## src/hw/rtl/hsd_ram.sv

```systemverilog
`timescale 1ns / 1ps
`default_nettype none
// ----------------------------------------------------------------------------
// hsd_ram
// simple dual-port ram, one write and one registered read per cycle
// ----------------------------------------------------------------------------
module hsd_ram #(
    parameter int WIDTH = 8,
    parameter int DEPTH = 16,
    localparam int AW   = (DEPTH > 1) ? $clog2(DEPTH) : 1
) (
    input  wire logic             i_clk,
    input  wire logic             i_we,
    input  wire logic [AW-1:0]    i_waddr,
    input  wire logic [WIDTH-1:0] i_wdata,
    input  wire logic [AW-1:0]    i_raddr,
    output logic      [WIDTH-1:0] o_rdata
);

    logic [WIDTH-1:0] r_mem [DEPTH];

    always_ff @(posedge i_clk) begin
        if (i_we) begin
            r_mem[i_waddr] <= i_wdata;
        end
        o_rdata <= r_mem[i_raddr];
    end

endmodule : hsd_ram
`default_nettype wire

```

## config.mk

```make
export PLATFORM = sky130hd
export DESIGN_NAME = hsd_ram
export DESIGN_NICKNAME = d
export VERILOG_FILES = /design/src/hw/rtl/hsd_ram.sv
export SDC_FILE = /design/constraint.sdc
export NUM_CORES = 1
export LEC_CHECK = 0
export ABC_AREA = 1
export BUFFER_PORTS_ARGS = -buffer_cell sky130_fd_sc_hd__buf_4
export CORE_MARGIN = 2
export CORE_UTILIZATION = 29
export CTS_CLUSTER_DIAMETER = 200
export DETAILED_ROUTE_END_ITERATION = 6
export PLACE_DENSITY_LB_ADDON = 0.25
export SLEW_MARGIN = 10
export SYNTH_ARGS = -nofsm -noshare
export SYNTH_HDL_FRONTEND = slang
export SYNTH_SLANG_ARGS = --single-unit
```

## constraint.sdc

```tcl
create_clock -name i_clk -period 1.2 [get_ports i_clk]
set_clock_uncertainty 0.2 [all_clocks]
set_input_delay 0.06 -clock i_clk [delete_from_list [all_inputs] [get_ports i_clk]]
set_output_delay 0.06 -clock i_clk [all_outputs]
set_load 0.02 [all_outputs]
```

**Word-level counts from Yosys, hierarchy flattened**

Memory sizes are Yosys's and may differ from the RTL's. A register that Yosys moved wholly into a read port is not among the register bits.
Cells that the tools add are included.

- Bits in registers: 0
- Bits in writable memories: 128
- Input bits: 18
- Memories: 1

- Muxes and demuxes: 2

Memory list:

| memory | words | bits a word | rd ports | clocked after Yosys merged registers in | write ports | line | RTL |
|---|---|---|---|---|---|---|---|
| r_mem | 16 | 8 | 1 | 1 | 1 | 20 | `logic [WIDTH-1:0] r_mem [DEPTH];` |

Operator list:

| kind | number |
|---|---|
| $mux 1 | 2 |

**Logic depth before layout (Yosys ltp)**

Gate-level depths: netlist (run 1).

- Depth after elaboration: 2
- Depth in mapped cells: 8
- Depth with buffers taken out: 7

**Worst setup path after synthesis (run 1)**

Ideal clock, no wire load.

- Kind: input -> register
- Start point: input i_waddr[3]
- End point: memory r_mem[4][0], enable pin
- Setup time: 0.370 ns
- Data arrival time: 0.641 ns
- Path slack: -0.011 ns
- Stages: 2
- Path through: nand3b_1 nor2_1

RTL lines:

| item | line | RTL |
|---|---|---|
| from (decl) | 14 | `input wire logic [AW-1:0] i_waddr,` |
| to (decl) | 20 |  |

Straight into the memory's write port.

**Worst setup path in the final report (run 1)**

- Start point: register o_rdata[7] (read register of r_mem)
- End point: output o_rdata[7]

RTL lines:

| item | line | RTL |
|---|---|---|
| from (decl) | 17 | `output logic [WIDTH-1:0] o_rdata` |

No word-level cell between the ends.

==> results of run 1 <==
-- sequential cells by signal, indices dropped and copies added (netlist names) --
| register | cells |
|---|---|
| o_rdata | 8 |
| r_mem | 128 |
-- through the flow --
stage                     worst slack (ns)  utilization [%]  cell area [sq um]   TNS, ns
after floorplan                   -0.01084                -               5767   -0.6940
after global placement             -0.1721            33.06               6435    -7.817
after detailed placement           -0.1710            33.06               6435    -8.190
after CTS                         0.008421            36.49               7102         0
after global routing              -0.01059            36.97               7194  -0.03397
final                              0.04159            36.97               7194         0
-- kinds of logic after synthesis --
kind of cell	share of synthesized area, %
buffers and inverters	9.525
flip-flops	69.43
AND/OR/NAND/NOR	21.05
-- where the power goes --
part	total [mW]	switching, mW	internal [mW]
combinational	0.829	0.527	0.301
sequential	5.35	0.0376	5.32
clock	4.81	1.79	3.02
-- what timing repair did --
item / in CTS / in global routing
gates resized for setup: 8 / 20
endpoints found under the setup margin: 6 / 9
pin swaps: 0 / 10
hold endpoints to repair: 136 / 0
hold buffers: 9 / 0
-- synthesized netlist by cell type --
cell | number | area share [%]
nand3b_1 | 2 | 0.26
nor2_1 | 17 | 1.1
nand3_1 | 97 | 8.4
buf_4 | 4 | 0.52
inv_2 | 2 | 0.13
buf_6 | 6 | 1.2
buf_1 | 1 | 0.065
dfxtp_1 | 8 | 2.8
nand2_1 | 173 | 11
inv_1 | 100 | 6.5
edfxtp_1 | 128 | 67
buf_2 | 13 | 1.1
-- metal layers --
layer  part of all wire, %  vias to the layer above  track usage [%]
met2                    49                       70            22.26
met3                   3.1                       25            2.767
li1                      -                     1893                -
met1                    45                     1827            17.10
met4                   2.5                        0            6.238
met5                     0                        -                0
-- cell type report --
cell class	count	area [sq um]
sequential	136	4009
timing repair buffer	66	593.1
multi-input combinational	289	1326
fill	1893	12270
clock buffer	22	444.2
tap	265	331.6
clock inverter	10	103.9
inverter	102	386.6
-- final timing paths --
path	startpoint	end	slack [ns]	cells past startpoint
max	o_rdata[7]$_DFF_P_	o_rdata[7]	0.04	1
min	i_raddr[2]	o_rdata[6]$_DFF_P_	-0.004	6
max reg2reg	r_mem[4][4]$_DFFE_PP_	o_rdata[4]$_DFF_P_	0.05	6
min reg2reg	r_mem[2][1]$_DFFE_PP_	o_rdata[1]$_DFF_P_	0.48	6
==> results by group, run 1 <==
Global routing
  • Gr ovfl total: 0
  • Total global-route track usage: a little over an eighth
  • Vias in the first global route: between 3000 and 4000
  • Largest net degree at the start of global routing: 53
  • First-pass GRT wire length: approximately 21000 microns
  • Initial antenna violation count: 0

Critical path
  • Crit-path leading delay family: flip-flops
  • Slowest stage delay, CP: around 0.34 ns
  • Slowest CP cell: dfxtp_2
  • Data arrival, critical path: approximately 0.90 ns
  • CP endpoint kind: output pin
  • CP bufs+invs: 1
  • CP Class: reg2out
  • Crit start category: flop
  • Worst path cell trace: buf_4
  • Worst EP required: 0.94 ns
  • Critical-path maximum fanout: 1

CTS
  • Clk slew on worst S/H paths: 0.06 ns
  • Worst-Skew Late Latency: between 0.4 and 0.5 ns
  • CTS tree: yes
  • Max Root-Sink Buffers: 2
  • H-tree Lvls: 4
  • Clock sink count: between 100 and 150
  • Root buffer cell: clkbuf_16
  • Inserted Clock Buffers: 17
  • Setup bufs post-CTS: 0

Final layout
  • Share of cells above drive strength 1: between 15 and 20%
  • Layout Nets: 630
  • Ant. Diodes: 0
  • Most frequent cells in the layout: 172 x nand2_1, 128 x edfxtp_1, 99 x inv_1, 75 x nand3_1, 51 x buf_4
  • Area Overhead vs Synth: 24.76%
  • Commonest non-fill, non-tap cell in the layout: nand2_1
  • Non-Filler Instances: slightly below 900

Routing
  • Remaining DRCs: 0
  • Routed Antenna Nets: 0
  • Wire per inst: 15.41 microns
  • Vias per inst: 4.287
  • Pre-antenna DRT Iters: 4
  • DRT iter0 DRCs: 234
  • Vias post-DR: roughly 3800
  • DRT Wirelength: between 10000 and 15000 microns

Timing
  • Slew Limit Headroom: 82.02%
  • FMAX: 863.3 MHz
  • Final period util: 96.53%
  • Worst-Margin Slew: 0.2698 ns
  • RSZ-0062 raised after global routing: true
  • Final setup vio count: 0
  • Hold_ws: -0.003846 ns
  • Post-layout minimum cycle time: roughly 1.2 ns
  • Max-slew violations: 0
  • Fin. Hold Viols: 2

Floorplan
  • Die height: between 100 and 150 microns
  • Initial Utilization: around 30%
  • Io pins: 26
  • Placement Rows: between 50 and 60
  • Die area: roughly 0.021 sq mm
  • Core area: ~0.019 sq mm
  • Die span in x: 145.0 microns

Place
  • PortBufs: 25
  • Placed Cells: around 850
  • Routability congestion estimate: 0.8138
  • HPWL Detailed: between 8000 and 9000 microns

Outcome
  • Violated checks: hold timing
  • Status: finished, violations left

Synthesis
  • Synth Instances: 551
  • Yosys cell types: 12
  • Syn Std Cell Area: 0.005767 sq mm
  • Mean area per synthesized cell: roughly 10 sq um
  • Synth Register Bits: approximately 140
  • YS warnings: 0
  • Sequential share of the synthesized area: 69.43%
  • Mapped Nets: roughly 570

Pwr
  • Total power: 10.99 mW
  • Cell Pwr Density: 1528 mW/mm^2
  • Leakage power total: between 3 and 4 nW
  • Max IR drop VDD: about 0.68 mV

Hold path
  • Worst hold path type: in2reg

Job
  • Maxcap violations: 0
No activity file was read; power rests on OpenSTA's default activity.
==> run 2, diff against run 1 <==
--- a/config.mk
+++ b/config.mk
@@ -11,2 +11,3 @@
 export CORE_UTILIZATION = 29
+export CTS_BUF_LIST = sky130_fd_sc_hd__clkbuf_8
 export CTS_CLUSTER_DIAMETER = 200
==> constraint.sdc (replaced) <==
create_clock -name i_clk -period 1.2 [get_ports i_clk]
set_clock_uncertainty 0.2 [all_clocks]
set_input_delay 0.24 -clock i_clk [delete_from_list [all_inputs] [get_ports i_clk]]
set_output_delay 0.24 -clock i_clk [all_outputs]
set_load 0.02 [all_outputs]
==> results by group, run 2 (same netlist as run 1, synthesis figures left out) <==
Place
  • HPWL Detailed: 9334 microns (+4.2%)
  • Routability congestion estimate: 0.8523 (+4.7%)
  • PortBufs: 25 (unchanged)
  • DP Area: 0.006563 sq mm (+2.0%)

Global routing
  • Gr ovfl total: 0 (unchanged)
  • First-pass GRT wire length: 21730 microns (+2.5%)
  • Total global-route track usage: 13.93% (+0.42 points)
  • Vias in the first global route: 3867 (+0.36%)
  • Largest net degree at the start of global routing: 42 (-21%)
  • Initial antenna violation count: 0 (unchanged)

Hold path
  • Hold Path Origin: i_raddr[3]
  • Worst hold endpoint: o_rdata[2]$_DFF_P_
  • Worst hold path type: in2reg
  • Hold path depth: 3 (-3)

Critical path
  • Slowest stage delay, CP: 0.36 ns (+0.02 ns)
  • Data arrival, critical path: 0.93 ns (+0.03 ns)
  • RR Startpoint: r_mem[10][6]$_DFFE_PP_
  • Worst path cell trace: buf_6
  • Crit-path leading delay family: flip-flops
  • CP Class: reg2out
  • Crit start category: flop
  • Critical-path maximum fanout: 1 (unchanged)
  • R2R depth: 6 (unchanged)
  • Worst reg2reg setup slack: 0.02 ns (-0.03 ns)
  • CP endpoint kind: output pin
  • CP bufs+invs: 1 (unchanged)
  • Slowest CP cell: dfxtp_4
  • Worst EP required: 0.76 ns (-0.18 ns)
  • Reg2reg end: o_rdata[6]$_DFF_P_

CTS
  • H-tree Lvls: 4 (unchanged)
  • CTS tree: yes
  • Max Root-Sink Buffers: 2 (unchanged)
  • Setup bufs post-CTS: 0 (unchanged)
  • Root buffer cell: clkbuf_8
  • Clock sink count: 136 (unchanged)
  • Inserted Clock Buffers: 17 (unchanged)
  • Clk slew on worst S/H paths: 0.07 ns (about the same)
  • Hold buffers post-CTS: 9 (unchanged)
  • Worst-Skew Late Latency: 0.45 ns (+0.04 ns)

Pwr
  • Total power: 10.28 mW (-6.5%)
  • Max IR drop VDD: 0.7020 mV (+2.8%)
  • Leakage power total: 3.087 nW (+0.50%)
  • Cell Pwr Density: 1390 mW/mm^2 (-9.0%)

Final layout
  • Fillcell total: 1906 (+0.69%)
  • Largest Register: r_mem
  • Commonest non-fill, non-tap cell in the layout: nand2_1
  • Share of cells above drive strength 1: 26.94% (+9.0 points)
  • Multi-input combinational cell area: 0.001599 sq mm (+21%)
  • Most frequent cells in the layout: 165 x nand2_1, 128 x edfxtp_1, 100 x inv_1, 48 x nand3_2, 46 x nand3_1
  • Ant. Diodes: 0 (unchanged)
  • Post-route cell area: 0.007393 sq mm (+2.8%)
  • Area Overhead vs Synth: 28.21%
  • Max reg flops: 128 (unchanged)
  • FF+latch area: 0.004016 sq mm (+0.19%)
  • Layout Nets: 625 (-0.79%)
  • Top flop regs: r_mem: 128 flops, o_rdata: 8 flops

Routing
  • Routed Antenna Nets: 0 (unchanged)
  • Remaining DRCs: 0 (unchanged)
  • Vias post-DR: 3878 (+1.7%)
  • DRT Wirelength: 14310 microns (+4.4%)
  • Vias per inst: 4.382 (+2.2%)
  • Wire per inst: 16.17 microns (+4.9%)
  • DRT iter0 DRCs: 271 (+16%)
  • Pre-antenna DRT Iters: 4 (unchanged)

Timing
  • RSZ-0062 raised after global routing: true
  • Slew Limit Headroom: 72.92% (-9.1 points)
  • Post-layout minimum cycle time: 1.372 ns (+0.2139 ns)
  • Setup ws final: -0.1723 ns (-0.2139 ns)
  • Max-slew violations: 0 (unchanged)
  • Worst-Margin Slew: 0.4052 ns (+0.1355 ns)
  • FMAX: 728.7 MHz (-16%)
  • Hold_ws: -0.05160 ns (-0.04775 ns)
  • Final setup vio count: 8 (+8)
  • Final period util: 114.4% (+18 points)
  • Fin. Hold Viols: 8 (+6)
  • Setup TNS: -1.046 ns (-1.046 ns)

Outcome
  • Violated checks: hold timing, setup timing
  • Status: finished, violations left

Floorplan
  • Core area: 0.01946 sq mm (unchanged)
  • Placement Rows: 51 (unchanged)
  • Io pins: 26 (unchanged)
  • Die span in x: 145.0 microns (unchanged)
  • Die area: 0.02103 sq mm (unchanged)
  • Die height: 145.0 microns (unchanged)
  • Initial Utilization: 29.63% (unchanged)

Job
  • Maxcap violations: 0 (unchanged)
## run 2: cell types whose count changed in the layout (fill, tap and decap cells not counted), sizes merged
| cell | change |
|---|---|
| buf | -4 |
| bufinv | +2 |
| clkbuf | -5 |
| clkinv | -1 |
| clkinvlp | +1 |
| dlygate4sd3 | -1 |
| inv | +3 |
## run 2: worst max-delay path by stage
stage,from,end,slack (ns),depth (start not counted)
2_1_floorplan,i_waddr[2],r_mem[10][0]$_DFFE_PP_,-0.11,2
3_3_place_gp,i_waddr[1],r_mem[5][1]$_DFFE_PP_,-0.34,5
3_5_place_dp,i_waddr[0],r_mem[14][2]$_DFFE_PP_,-0.33,4
4_1_cts,o_rdata[2]$_DFF_P_,o_rdata[2],-0.21,1
5_1_grt,o_rdata[2]$_DFF_P_,o_rdata[2],-0.21,1
6_report,o_rdata[2]$_DFF_P_,o_rdata[2],-0.17,1
## run 2: repair_timing
item	4_1_cts	5_1_grt
resized for setup	23	55
pin swaps	1	22
hold endpoints to repair	136	8
setup endpoints to repair	13	16
gates cloned	0	0
## run 2: routing by layer
layer	GRT usage (%)	share of wire, %	vias up
li1	-	-	1883
met1	17.82	44	1906
met2	23.26	51	74
met3	3.396	3.9	15
met4	4.505	1.4	0
met5	0	0	-
## run 2: report_power, final
group          internal [mW]  switching (mW)  leakage (nW)
clock network           2.23            1.74         0.203
registers               5.31          0.0391          1.22
logic                  0.361           0.603          1.66
total                   7.90            2.38          3.09
## run 2: metrics by stage
stage / util [%] / instances / setup WS (ns)
after detailed placement: 33.72 / 845 / -0.3321
after global placement: 33.72 / 845 / -0.3380
after CTS: 36.70 / 886 / -0.2112
after floorplan: - / 551 / -0.1136
after global routing: 37.99 / 885 / -0.2052
final: 37.99 / 885 / -0.1723
## run 2: area by class of cell
class | instances | share of cell area (%)
Inverter | 102 | 5.179
Clock buffer | 17 | 3.165
Timing Repair Buffer | 61 | 8.732
Multi-Input combinational cell | 289 | 21.63
Clock inverter | 15 | 2.488
Sequential cell | 136 | 54.32
Tap cell | 265 | 4.485
==> run 3, diff against run 2 <==
Settings changed: CELL_PAD_IN_SITES_DETAIL_PLACEMENT from default to 1, CELL_PAD_IN_SITES_GLOBAL_PLACEMENT from default to 1.
==> results by group, run 3 (same netlist as run 1, synthesis figures left out) <==
Critical path
  • Worst path cell trace: buf_6
  • Crit path launch: o_rdata[2]$_DFF_P_
  • Slowest CP cell: dfxtp_2
  • RR Startpoint: r_mem[1][0]$_DFFE_PP_
  • End point of the critical path: o_rdata[2]
  • Worst EP required: 0.76 ns (about the same)
  • CP endpoint kind: output pin
  • Worst reg2reg setup slack: 0.02 ns (about the same)
  • Slowest stage delay, CP: 0.37 ns (about the same)
  • R2R depth: 6 (unchanged)
  • CP Class: reg2out
  • Crit start category: flop
  • Data arrival, critical path: 0.94 ns (about the same)
  • Critical-path maximum fanout: 1 (unchanged)
  • CP Depth: 1 (unchanged)
  • CP bufs+invs: 1 (unchanged)
  • Crit-path leading delay family: flip-flops
  • Reg2reg end: o_rdata[0]$_DFF_P_

Timing
  • Fin. Hold Viols: 0 (-8)
  • Final period util: 114.8% (+0.45 points)
  • Setup ws final: -0.1777 ns (-0.005354 ns)
  • Max-slew violations: 0 (unchanged)
  • FMAX: 725.9 MHz (-0.39%)
  • Slew Limit Headroom: 76.51% (+3.6 points)
  • Setup TNS: -1.149 ns (-0.1032 ns)
  • Hold_ws: 0.02920 ns (+0.08080 ns)
  • Final setup vio count: 8 (unchanged)
  • Post-layout minimum cycle time: 1.378 ns (+0.005354 ns)
  • Worst-Margin Slew: 0.3516 ns (-0.05367 ns)
  • RSZ-0062 raised after global routing: true

Final layout
  • Largest Register: r_mem
  • Share of cells above drive strength 1: 28.64% (+1.7 points)
  • Commonest non-fill, non-tap cell in the layout: nand2_1
  • Non-Filler Instances: 891 (+0.68%)
  • Max reg flops: 128 (unchanged)
  • Area Overhead vs Synth: 29.16%
  • Layout Nets: 630 (+0.80%)
  • Most frequent cells in the layout: 159 x nand2_1, 128 x edfxtp_1, 98 x inv_1, 48 x nand3_1, 45 x nand3_2
  • Top flop regs: r_mem: 128 flops, o_rdata: 8 flops

Global routing
  • Total global-route track usage: 15.74% (+1.8 points)
  • Gr ovfl total: 0 (unchanged)
  • Initial antenna violation count: 0 (unchanged)
  • First-pass GRT wire length: 24590 microns (+13%)
  • Largest net degree at the start of global routing: 36 (-14%)
  • Vias in the first global route: 4206 (+8.8%)

CTS
  • Setup bufs post-CTS: 0 (unchanged)
  • Clk slew on worst S/H paths: 0.08 ns (about the same)
  • CTS tree: yes
  • Worst-Skew Late Latency: 0.45 ns (about the same)
  • Inserted Clock Buffers: 17 (unchanged)
  • Root buffer cell: clkbuf_8
  • H-tree Lvls: 4 (unchanged)
  • Max Root-Sink Buffers: 2 (unchanged)
  • Clock sink count: 136 (unchanged)

Pwr
  • Max IR drop VDD: 0.5527 mV (-21%)
  • Cell Pwr Density: 1364 mW/mm^2 (-1.9%)
  • Leakage power total: 3.107 nW (+0.65%)

Floorplan
  • Die height: 145.0 microns (unchanged)
  • Die span in x: 145.0 microns (unchanged)
  • Core area: 0.01946 sq mm (unchanged)
  • Placement Rows: 51 (unchanged)
  • Initial Utilization: 29.63% (unchanged)
  • Die area: 0.02103 sq mm (unchanged)
  • Io pins: 26 (unchanged)

Routing
  • DRT Wirelength: 15960 microns (+12%)
  • Vias post-DR: 3956 (+2.0%)
  • DRT iter0 DRCs: 228 (-16%)
  • Remaining DRCs: 0 (unchanged)
  • Routed Antenna Nets: 0 (unchanged)
  • Pre-antenna DRT Iters: 6 (+2)
  • Wire per inst: 17.91 microns (+11%)
  • Vias per inst: 4.440 (+1.3%)

Job
  • Maxcap violations: 0 (unchanged)

Hold path
  • Hold path depth: 5 (+2)
  • Worst hold path type: in2reg

Place
  • Routability congestion estimate: 0.7689 (-9.8%)
  • PortBufs: 25 (unchanged)
  • HPWL Detailed: 10420 microns (+12%)
  • Placed Cells: 850 (+0.59%)

Outcome
  • Status: finished, violations left
  • Violated checks: setup timing
-- run 3: changes by cell type in the layout (fill, tap and decap cells not counted), moves of 3 or more --
cell     delta
nand2_1     -6
nand2_2     +6
buf_4       +3
nand3_2     -3
-- run 3: power breakdown --
part	internal, mW	switching (mW)	leakage (nW)	total (mW)
clock	2.02	1.79	0.199	3.80
combinational	0.378	0.623	1.68	1.00
sequential	5.31	0.0457	1.22	5.35
total	7.70	2.45	3.11	10.2
-- run 3: worst min-delay path by stage --
stage,from,to,slack (ns)
after floorplan,i_wdata[0],r_mem[0][0]$_DFFE_PP_,0.14
after global placement,i_wdata[1],r_mem[10][1]$_DFFE_PP_,0.40
after detailed placement,i_wdata[1],r_mem[10][1]$_DFFE_PP_,0.41
after CTS,i_raddr[3],o_rdata[3]$_DFF_P_,0.007
after global routing,i_raddr[3],o_rdata[6]$_DFF_P_,0.04
final,i_raddr[3],o_rdata[2]$_DFF_P_,0.03
-- run 3: area by class of cell --
| cell class | instances | area, sq um |
|---|---|---|
| fill | 2155 | 12010 |
| sequential | 136 | 4016 |
| multi-input combinational | 289 | 1612 |
| timing repair buffer | 66 | 708.2 |
| inverter | 102 | 382.9 |
| tap | 265 | 331.6 |
| clock buffer | 17 | 234.0 |
| clock inverter | 15 | 161.4 |
| antenna | 1 | 2.502 |
-- run 3: routing by layer --
metal	vias up	global-route usage, %	share of wire (%)
li1	1890	-	-
met1	1988	20.13	45
met2	56	26.88	51
met3	22	2.925	2.3
met4	0	5.297	1.8
met5	-	0	0
-- run 3: metrics by stage --
step	worst slack, ns	total power, mW	util, %	instance area [sq um]
3_3_place_gp	-0.3296	6.309	34.04	6625
5_1_grt	-0.2072	10.54	38.26	7446
2_1_floorplan	-0.1136	5.871	-	5862
3_5_place_dp	-0.3421	6.328	34.04	6625
4_1_cts	-0.2084	10.20	37.14	7228
6_report	-0.1777	10.16	38.27	7448
-- run 3: what timing repair did --
action / in CTS / in global routing
hold buffers: 8 / 0
resized for setup: 34 / 51
hold endpoints to repair: 128 / 0
endpoints found under the setup margin: 14 / 16
pin swaps: 1 / 20
cloned: 0 / 0
